**src/nseq_pkg.sv**
```systemverilog
// ----------------------------------------------------------------------------
// nseq_pkg
// shared codes and constants for the note sequencer with release fade
// ----------------------------------------------------------------------------
package nseq_pkg;

  // item function codes
  localparam logic [1:0] FUNC_TICK  = 2'd0;
  localparam logic [1:0] FUNC_LOAD  = 2'd1;
  localparam logic [1:0] FUNC_START = 2'd2;

  // configuration register indexes
  localparam logic REG_LEN_A = 1'b0;
  localparam logic REG_LEN_B = 1'b1;

  // song length after reset
  localparam logic [7:0] LEN_RESET = 8'd4;

  // output volumes: new note and the three fade steps
  localparam logic [4:0] VOL_NOTE   = 5'd31;
  localparam logic [4:0] VOL_FADE_3 = 5'd30;
  localparam logic [4:0] VOL_FADE_2 = 5'd29;
  localparam logic [4:0] VOL_FADE_1 = 5'd28;

  // channel field is one bit wide, so per-channel state has two slots
  localparam int CH_SLOTS = 2;

endpackage

```
**src/note_sequencer_with_release_fade.sv**
```systemverilog
// ----------------------------------------------------------------------------
// note_sequencer_with_release_fade
// two-channel note sequencer with a three-step release fade
// ----------------------------------------------------------------------------
// Songs are loaded byte by byte (tuser func = load) into a per-channel song
// store of four-byte records: frequency low, frequency high, duration, spare.
// A start transfer plays the first record at volume 31 and arms the channel;
// each tick transfer advances the channel's tick count, fades the volume to
// 30, 29 and 28 on the last three ticks of a note and then plays the next
// record, wrapping the read position modulo the channel's song length.
// One input transfer is taken at a time and s_tready is low while it is
// worked on. A load is written while the sequencer stays idle; ticks with
// no result, fade ticks, starts and ticks that play a new note step through
// the sequencer states. The work is paced by the single 9-bit add/subtract
// unit that the arithmetic steps share, the three back-to-back song store
// reads through its one registered port, and the eight-step restoring
// remainder loop for the position wrap, which a tick that plays a new note
// runs unless the song length is 0. A result sits in an output register, so
// a new input can be taken while m_tvalid is still waiting on m_tready.
// ----------------------------------------------------------------------------
module note_sequencer_with_release_fade #(
  parameter int SONG_BYTES = 256,  // bytes of song store per channel, 4..256
  parameter int CHANNELS   = 2     // channels served, 1..2
) (
  input  logic        clk,
  input  logic        rst,
  // input stream
  input  logic        s_tvalid,
  output logic        s_tready,
  input  logic [15:0] s_tdata,   // load_position[7:0], load_byte[15:8]
  input  logic [2:0]  s_tuser,   // func[1:0], channel[2]
  // result stream
  output logic        m_tvalid,
  input  logic        m_tready,
  output logic [23:0] m_tdata,   // freq_low[7:0], freq_high[15:8], volume[20:16], zeros
  output logic [1:0]  m_tuser,   // out_channel[0], freq_valid[1]
  // configuration writes
  input  logic        cfg_we,
  input  logic        cfg_index,
  input  logic [7:0]  cfg_data
);
  import nseq_pkg::*;

  localparam int DEPTH = CHANNELS * SONG_BYTES;
  localparam int AW    = (DEPTH > 1) ? $clog2(DEPTH) : 1;
  localparam int MW    = (SONG_BYTES > 1) ? $clog2(SONG_BYTES) : 1;

  typedef logic [MW-1:0] mod_tab_t [256];

  // byte position modulo the per-channel store size
  function automatic mod_tab_t build_mod_tab();
    mod_tab_t t;
    for (int i = 0; i < 256; i++) begin
      t[i] = MW'(i % SONG_BYTES);
    end
    return t;
  endfunction

  localparam mod_tab_t MOD_TAB = build_mod_tab();

  // sequencer states
  localparam logic [3:0] S_IDLE = 4'd0;
  localparam logic [3:0] S_TCNT = 4'd1;  // tick count + 1
  localparam logic [3:0] S_TDIF = 4'd2;  // duration - count, pick action
  localparam logic [3:0] S_RD0  = 4'd3;  // read frequency low
  localparam logic [3:0] S_RD1  = 4'd4;  // read frequency high
  localparam logic [3:0] S_RD2  = 4'd5;  // read duration
  localparam logic [3:0] S_RD3  = 4'd6;  // take duration, settle position
  localparam logic [3:0] S_MOD  = 4'd7;  // position remainder, one bit a cycle
  localparam logic [3:0] S_EMIT = 4'd8;  // hand result to output register

  logic [3:0] state;

  // input fields
  logic [1:0] in_func;
  logic       in_ch;
  logic [7:0] in_pos;
  logic [7:0] in_byte;
  logic       in_xfer;
  logic       in_ch_ok;

  assign in_func  = s_tuser[1:0];
  assign in_ch    = s_tuser[2];
  assign in_pos   = s_tdata[7:0];
  assign in_byte  = s_tdata[15:8];
  assign s_tready = (state == S_IDLE);
  assign in_xfer  = s_tvalid && s_tready;
  assign in_ch_ok = (CHANNELS > 1) || (in_ch == 1'b0);

  // configuration
  logic [7:0] len_a;
  logic [7:0] len_b;

  // per-channel state
  logic [7:0] read_position [CH_SLOTS];
  logic [7:0] note_duration [CH_SLOTS];
  logic [7:0] tick_count    [CH_SLOTS];

  // working registers
  logic       ch;
  logic       is_tick;
  logic [7:0] wp;       // store position being read, then dividend
  logic [7:0] rem;      // partial remainder
  logic [2:0] bit_cnt;
  logic [7:0] flo;
  logic [7:0] fhi;
  logic [4:0] vol;
  logic       fv;

  // output register
  logic       o_ch;
  logic       o_fv;
  logic [7:0] o_flo;
  logic [7:0] o_fhi;
  logic [4:0] o_vol;

  logic [7:0] len_cur;
  assign len_cur = ch ? len_b : len_a;

  // shared add/subtract unit
  logic [8:0] alu_a;
  logic [8:0] alu_b;
  logic       alu_sub;
  logic [9:0] alu_res;
  logic [8:0] rem_sh;
  logic [7:0] rem_next;

  assign rem_sh = {rem, wp[7]};

  always_comb begin
    alu_a   = '0;
    alu_b   = '0;
    alu_sub = 1'b0;
    unique case (state)
      S_TCNT: begin
        alu_a = {1'b0, tick_count[ch]};
        alu_b = 9'd1;
      end
      S_TDIF: begin
        alu_a   = {1'b0, note_duration[ch]};
        alu_b   = {1'b0, tick_count[ch]};
        alu_sub = 1'b1;
      end
      S_RD0, S_RD1: begin
        alu_a = {1'b0, wp};
        alu_b = 9'd1;
      end
      S_RD2: begin
        alu_a = {1'b0, wp};
        alu_b = 9'd2;
      end
      S_MOD: begin
        alu_a   = rem_sh;
        alu_b   = {1'b0, len_cur};
        alu_sub = 1'b1;
      end
      default: begin
        alu_a = '0;
      end
    endcase
  end

  assign alu_res  = alu_sub ? ({1'b0, alu_a} - {1'b0, alu_b})
                            : ({1'b0, alu_a} + {1'b0, alu_b});
  // borrow clear means the shifted remainder reached the length
  assign rem_next = alu_res[9] ? rem_sh[7:0] : alu_res[7:0];

  // song store: one write, one registered read
  logic [7:0]    song_store [DEPTH];
  logic [7:0]    rdata;
  logic [AW-1:0] waddr;
  logic [AW-1:0] raddr;
  logic          mem_we;

  assign mem_we = in_xfer && in_ch_ok && (in_func == FUNC_LOAD);
  assign waddr  = (in_ch ? AW'(SONG_BYTES) : AW'(0)) + AW'(MOD_TAB[in_pos]);
  assign raddr  = (ch ? AW'(SONG_BYTES) : AW'(0)) + AW'(MOD_TAB[wp]);

  always_ff @(posedge clk) begin
    if (mem_we) begin
      song_store[waddr] <= in_byte;
    end
    rdata <= song_store[raddr];
  end

  // configuration writes
  always_ff @(posedge clk) begin
    if (rst) begin
      len_a <= LEN_RESET;
      len_b <= LEN_RESET;
    end else if (cfg_we) begin
      unique case (cfg_index)
        REG_LEN_A: len_a <= cfg_data;
        REG_LEN_B: len_b <= cfg_data;
        default:   len_a <= len_a;
      endcase
    end
  end

  // sequencer
  always_ff @(posedge clk) begin
    if (rst) begin
      state <= S_IDLE;
      for (int i = 0; i < CH_SLOTS; i++) begin
        read_position[i] <= '0;
        note_duration[i] <= '0;
        tick_count[i]    <= '0;
      end
    end else begin
      unique case (state)
        S_IDLE: begin
          if (in_xfer && in_ch_ok) begin
            ch <= in_ch;
            if (in_func == FUNC_TICK) begin
              is_tick <= 1'b1;
              state   <= S_TCNT;
            end else if (in_func == FUNC_START) begin
              // start plays the first record and leaves the count at one
              is_tick          <= 1'b0;
              wp               <= '0;
              fv               <= 1'b1;
              vol              <= VOL_NOTE;
              tick_count[in_ch] <= 8'd1;
              state            <= S_RD0;
            end
          end
        end
        S_TCNT: begin
          tick_count[ch] <= alu_res[7:0];
          state          <= S_TDIF;
        end
        S_TDIF: begin
          // wrapped ticks left in the note decide the action
          unique case (alu_res[7:0])
            8'd0: begin
              wp    <= read_position[ch];
              fv    <= 1'b1;
              vol   <= VOL_NOTE;
              state <= S_RD0;
            end
            8'd1: begin
              fv <= 1'b0; flo <= '0; fhi <= '0; vol <= VOL_FADE_1;
              state <= S_EMIT;
            end
            8'd2: begin
              fv <= 1'b0; flo <= '0; fhi <= '0; vol <= VOL_FADE_2;
              state <= S_EMIT;
            end
            8'd3: begin
              fv <= 1'b0; flo <= '0; fhi <= '0; vol <= VOL_FADE_3;
              state <= S_EMIT;
            end
            default: begin
              state <= S_IDLE;
            end
          endcase
        end
        S_RD0: begin
          wp    <= alu_res[7:0];
          state <= S_RD1;
        end
        S_RD1: begin
          flo   <= rdata;
          wp    <= alu_res[7:0];
          state <= S_RD2;
        end
        S_RD2: begin
          fhi   <= rdata;
          wp    <= alu_res[7:0];  // record position plus four
          state <= S_RD3;
        end
        S_RD3: begin
          note_duration[ch] <= rdata;
          if (!is_tick) begin
            read_position[ch] <= wp;
            state             <= S_EMIT;
          end else begin
            tick_count[ch] <= '0;
            if (len_cur == 8'd0) begin
              // zero length acts as 256: position kept as is
              read_position[ch] <= wp;
              state             <= S_EMIT;
            end else begin
              rem     <= '0;
              bit_cnt <= 3'd7;
              state   <= S_MOD;
            end
          end
        end
        S_MOD: begin
          rem     <= rem_next;
          wp      <= {wp[6:0], 1'b0};
          bit_cnt <= bit_cnt - 3'd1;
          if (bit_cnt == 3'd0) begin
            read_position[ch] <= rem_next;
            state             <= S_EMIT;
          end
        end
        S_EMIT: begin
          if (!m_tvalid || m_tready) begin
            state <= S_IDLE;
          end
        end
        default: begin
          state <= S_IDLE;
        end
      endcase
    end
  end

  // output register
  logic out_load;
  assign out_load = (state == S_EMIT) && (!m_tvalid || m_tready);

  always_ff @(posedge clk) begin
    if (rst) begin
      m_tvalid <= 1'b0;
    end else if (out_load) begin
      m_tvalid <= 1'b1;
    end else if (m_tready) begin
      m_tvalid <= 1'b0;
    end
  end

  always_ff @(posedge clk) begin
    if (out_load) begin
      o_ch  <= ch;
      o_fv  <= fv;
      o_flo <= flo;
      o_fhi <= fhi;
      o_vol <= vol;
    end
  end

  assign m_tdata = {3'b000, o_vol, o_fhi, o_flo};
  assign m_tuser = {o_fv, o_ch};

  // a fade result carries no frequency and one of the fade volumes
  a_fade_payload: assert property (@(posedge clk) disable iff (rst)
    (m_tvalid && !m_tuser[1]) |->
      (m_tdata[15:0] == 16'd0) &&
      (o_vol == VOL_FADE_1 || o_vol == VOL_FADE_2 || o_vol == VOL_FADE_3))
    else $error("fade result with frequency or bad volume");

  // a new note is always at full volume
  a_note_volume: assert property (@(posedge clk) disable iff (rst)
    (m_tvalid && m_tuser[1]) |-> (o_vol == VOL_NOTE))
    else $error("new note not at full volume");

  // the remainder loop leaves the position below the song length
  a_wrap_range: assert property (@(posedge clk) disable iff (rst)
    ((state == S_EMIT) && ($past(state) == S_MOD)) |->
      (read_position[ch] < len_cur))
    else $error("read position not wrapped");

  // a start leaves the channel's tick count at one
  a_start_count: assert property (@(posedge clk) disable iff (rst)
    (in_xfer && in_ch_ok && (in_func == FUNC_START)) |=> (tick_count[ch] == 8'd1))
    else $error("start did not set tick count");

endmodule

```
**config.mk**
```make
export PLATFORM = sky130hd
export DESIGN_NAME = note_sequencer_with_release_fade
export DESIGN_NICKNAME = d
export VERILOG_FILES = /design/src/nseq_pkg.sv /design/src/note_sequencer_with_release_fade.sv
export SDC_FILE = /design/constraint.sdc
export NUM_CORES = 2
export LEC_CHECK = 0
export BUFFER_PORTS_ARGS = -buffer_cell sky130_fd_sc_hd__buf_4
export CORE_MARGIN = 2
export CORE_UTILIZATION = 50
export CTS_CLUSTER_SIZE = 16
export DETAILED_ROUTE_END_ITERATION = 8
export PLACE_DENSITY = 0.71
export SLEW_MARGIN = 20
export SYNTH_ARGS = -nofsm -noshare
export SYNTH_HDL_FRONTEND = slang
export SYNTH_MEMORY_MAX_BITS = 65536
export SYNTH_SLANG_ARGS = --single-unit
```
**constraint.sdc**
```tcl
create_clock -name clk -period 12.2 [get_ports clk]
set_input_delay 1.22 -clock clk [delete_from_list [all_inputs] [get_ports clk]]
set_output_delay 1.22 -clock clk [all_outputs]
set_load 0.01 [all_outputs]
```
==> out/qor.csv <==
metric,value,unit
Worst-path clk slew,0.06,ns
mapped cell area,165000,sq um
most used flip-flop cell after synthesis,edfxtp_1,
Relative slew margins,0.193,
CP cell instances,nand4b_1 -> o22ai_1 -> nor2_1 -> ha_1 -> nor2_1 -> nor2_1 -> ha_1 -> nor2b_1 -> o21ai_0 -> a2111oi_0 -> a211oi_1 -> and4_1 -> nand4b_1 -> a21oi_1,
highest clock rate,160,MHz
Yosys cell types,81,
clock buffer depth,4,
fraction of layout cells with a size suffix above 1,0.199,
die area,334000,sq um
post-cts sizing count,0,
worst min-delay path class,reg2reg,
CTS Buf Count,415,
CP max stage delay,0.79,ns
critical path peak fanout,18,
Post-CTS Setup Repair Bufs,0,
antenna violations before repair,28,
Area Overhead vs Synth,11.2,%
core box area,328000,sq um
WP buf/inv,0,
Max Slew Vio Count,0,
YS warnings,0,
"Seq/Total Area, Yosys",0.769,
CTS tree,yes,
"commonest non-fill, non-tap cells in the layout","edfxtp_1 (4204), mux4_2 (819), nor2_1 (604)",
GRT Util Overall,0.254,
leak pwr,57.2,nW
vias in the first global route,82670,
sequential power share,0.500,
Clock Skew,0.0641,ns
"commonest non-fill, non-tap cell in the layout",edfxtp_1,
IO Pins,61,
Rows,210,
metal2 WL,198,mm
Placer Congestion,0.916,
routed len/inst,33.1,um
number of synthesized flops with an enable pin,4204,
gr ovfl total,0,
DRC errors left,0,
Crit. End Element,register,
DP HPWL,255,mm
die width,578,um
first-pass GRT wire length,609,mm
critical path class,reg2reg,
switching share of total power,0.243,
RSZ-0062 raised after global routing,no,
Synth Instances,8100,
"FF+latch count, synth",4234,
Post-synth ARST share,0,
largest net degree at the start of global routing,236,
met3 wire length,48.7,mm
Max-Cap Viols,0,
Routed WL,429,mm
Tcrit/Tclk final,0.512,
Tmin final,6.24,ns
drt pass-1 iters,9,
IO Port Bufs,54,
Layout fillers,23531,
vias per std cell,6.58,
total power,32.2,mW
Gate power share,0.111,
Nets,8286,
clock sinks,4234,
CP Launch Type,register,
CTS root buf,clkbuf_16,
M1 WL,162,mm
detailed-route via count,85133,
slowest cell on the critical path,nand4b_1,
initial core utilization,0.503,
"most used cell, CP",nor2_1,
Switching Power,7.83,mW
Iter 0 DRT Violations,13173,
"Req. time, crit path",12.78,ns
Top Layer Used,met5,
P_int,24.3,mW
Die Span Y,578,um
status,"finished, final reports clean",
IR Drop Worst-Case VDD,0.123,mV
WP data arrival,6.83,ns
Fin Setup TNS,0,ns
Synth Area per Inst,20.4,sq um
Worst-Margin Slew,1.21,ns
Skew-Pair Late Insertion Delay,0.98,ns
crit-path leading delay family,compound AO/OA/AOI/OAI gates,
"antenna viol nets, final",0,
PD cells,175,nW/um^2
CTS Hold Bufs,0,
final setup vio count,0,
htree depth,5,
Final Hold Viols,0,
Clk network pwr share,0.389,
final core area utilization,0.560,
cell type report:
| type | count | area, sq um | share of cell area |
|---|---|---|---|
| flip-flops and latches | 4234 | 127000 | 0.692 |
| multi-input cells | 3332 | 35600 | 0.194 |
| clock buffers | 514 | 10900 | 0.0595 |
| well taps | 4346 | 5440 | 0.0297 |
| clock inverters | 246 | 2310 | 0.0126 |
| repair buffers | 230 | 2080 | 0.0114 |
| inverters | 27 | 101 | 0.000553 |
| diodes | 15 | 37.5 | 0.000205 |
synth_stat cells (5+ instances only):
cell          n  area, sq um
buf_4       102          766
nor3b_1       6         45.0
mux2i_1     555         5560
o22ai_1     136          851
buf_6        35          394
nand2_1     137          514
a41oi_1       7         61.3
and3_1       17          106
mux4_2      819        18400
o21ai_0      57          285
a2111oi_0     6         52.6
o2111ai_1     6         52.6
a22oi_1     279         2090
or2_2         9         56.3
ha_1         12          150
nand4b_1      5         43.8
dfxtp_1      30          601
mux2_2       10          113
a31oi_1      31          194
or3_1         6         37.5
nand2b_1     14         87.6
nor2b_1      23          144
buf_1        27          101
edfxtp_1   4204       126000
buf_2        80          400
a211o_1       8         70.1
a21oi_1     103          515
nor3_1       27          135
a221oi_1     88          771
a21o_1        5         37.5
o221ai_1     12          105
a22o_1       47          412
a211oi_1     34          255
a41o_1        5         50.1
nor4_1       36          225
nand4_1      24          150
clkbuf_1    267         1000
and2_1       31          194
nand3_1      93          465
inv_1        25         93.8
nor2_1      609         2290
power by group through the flow:
stage	Combinational (mW)	Sequential, mW	Clock (mW)
2_1_floorplan	2.13	16.3	0
3_3_place_gp	3.45	16.4	0
3_5_place_dp	3.50	16.4	0
4_1_cts	3.52	16.1	12.6
5_1_grt	3.69	16.1	13.1
6_report	3.57	16.1	12.5
logic make-up (layout without fill, tap and decap cells):
family	after synthesis	count (layout)	synth area share
DFF	4234	4234	0.769
muxes	1386	1386	0.146
and+or+nand+nor	1065	1065	0.0289
AOI/OAI and AO/OA	857	857	0.0370
buffers and inverters	538	1017	0.0168
adders and majority gates	13	13	0.00103
xor gates and xnor gates	5	5	0.000311
other	2	21	0.0000456
sequential cells by signal (all words and copies together), names as in the netlist, 2 cells and up, named ones only:
name and flops:
bit_cnt 3, fhi 8, flo 8, len_a 8, len_b 8, note_duration 16
o_fhi 8, o_flo 8, o_vol 2, rdata 8, read_position 16, rem 8
song_store 4096, state 4, tick_count 16, vol 2, wp 8
path summary, 6_finish.rpt:
path             from  endpoint  slack, ns  depth (start not counted)
max          state[2]    flo[5]       5.96                         14
min            flo[1]  o_flo[1]       0.42                          0
max reg2reg  state[2]    flo[5]       5.96                         14
min reg2reg    flo[1]  o_flo[1]       0.42                          0
metrics by stage:
step,setup WS (ns),hold WS (ns),area (sq um),cells
6_report,5.96,0.418,183000,12944
5_1_grt,5.55,0.423,183000,12934
4_1_cts,6.11,0.417,183000,12927
3_5_place_dp,6.19,0.405,170000,12167
3_3_place_gp,4.83,0.414,170000,12164
2_1_floorplan,6.69,0.400,165000,8104
routing by layer:
metal	vias up	global-route usage
met5	-	0
met2	5779	0.386
met1	44449	0.360
met4	26	0.104
met3	906	0.0548
li1	33973	-
(Power assumes the default switching activity.)
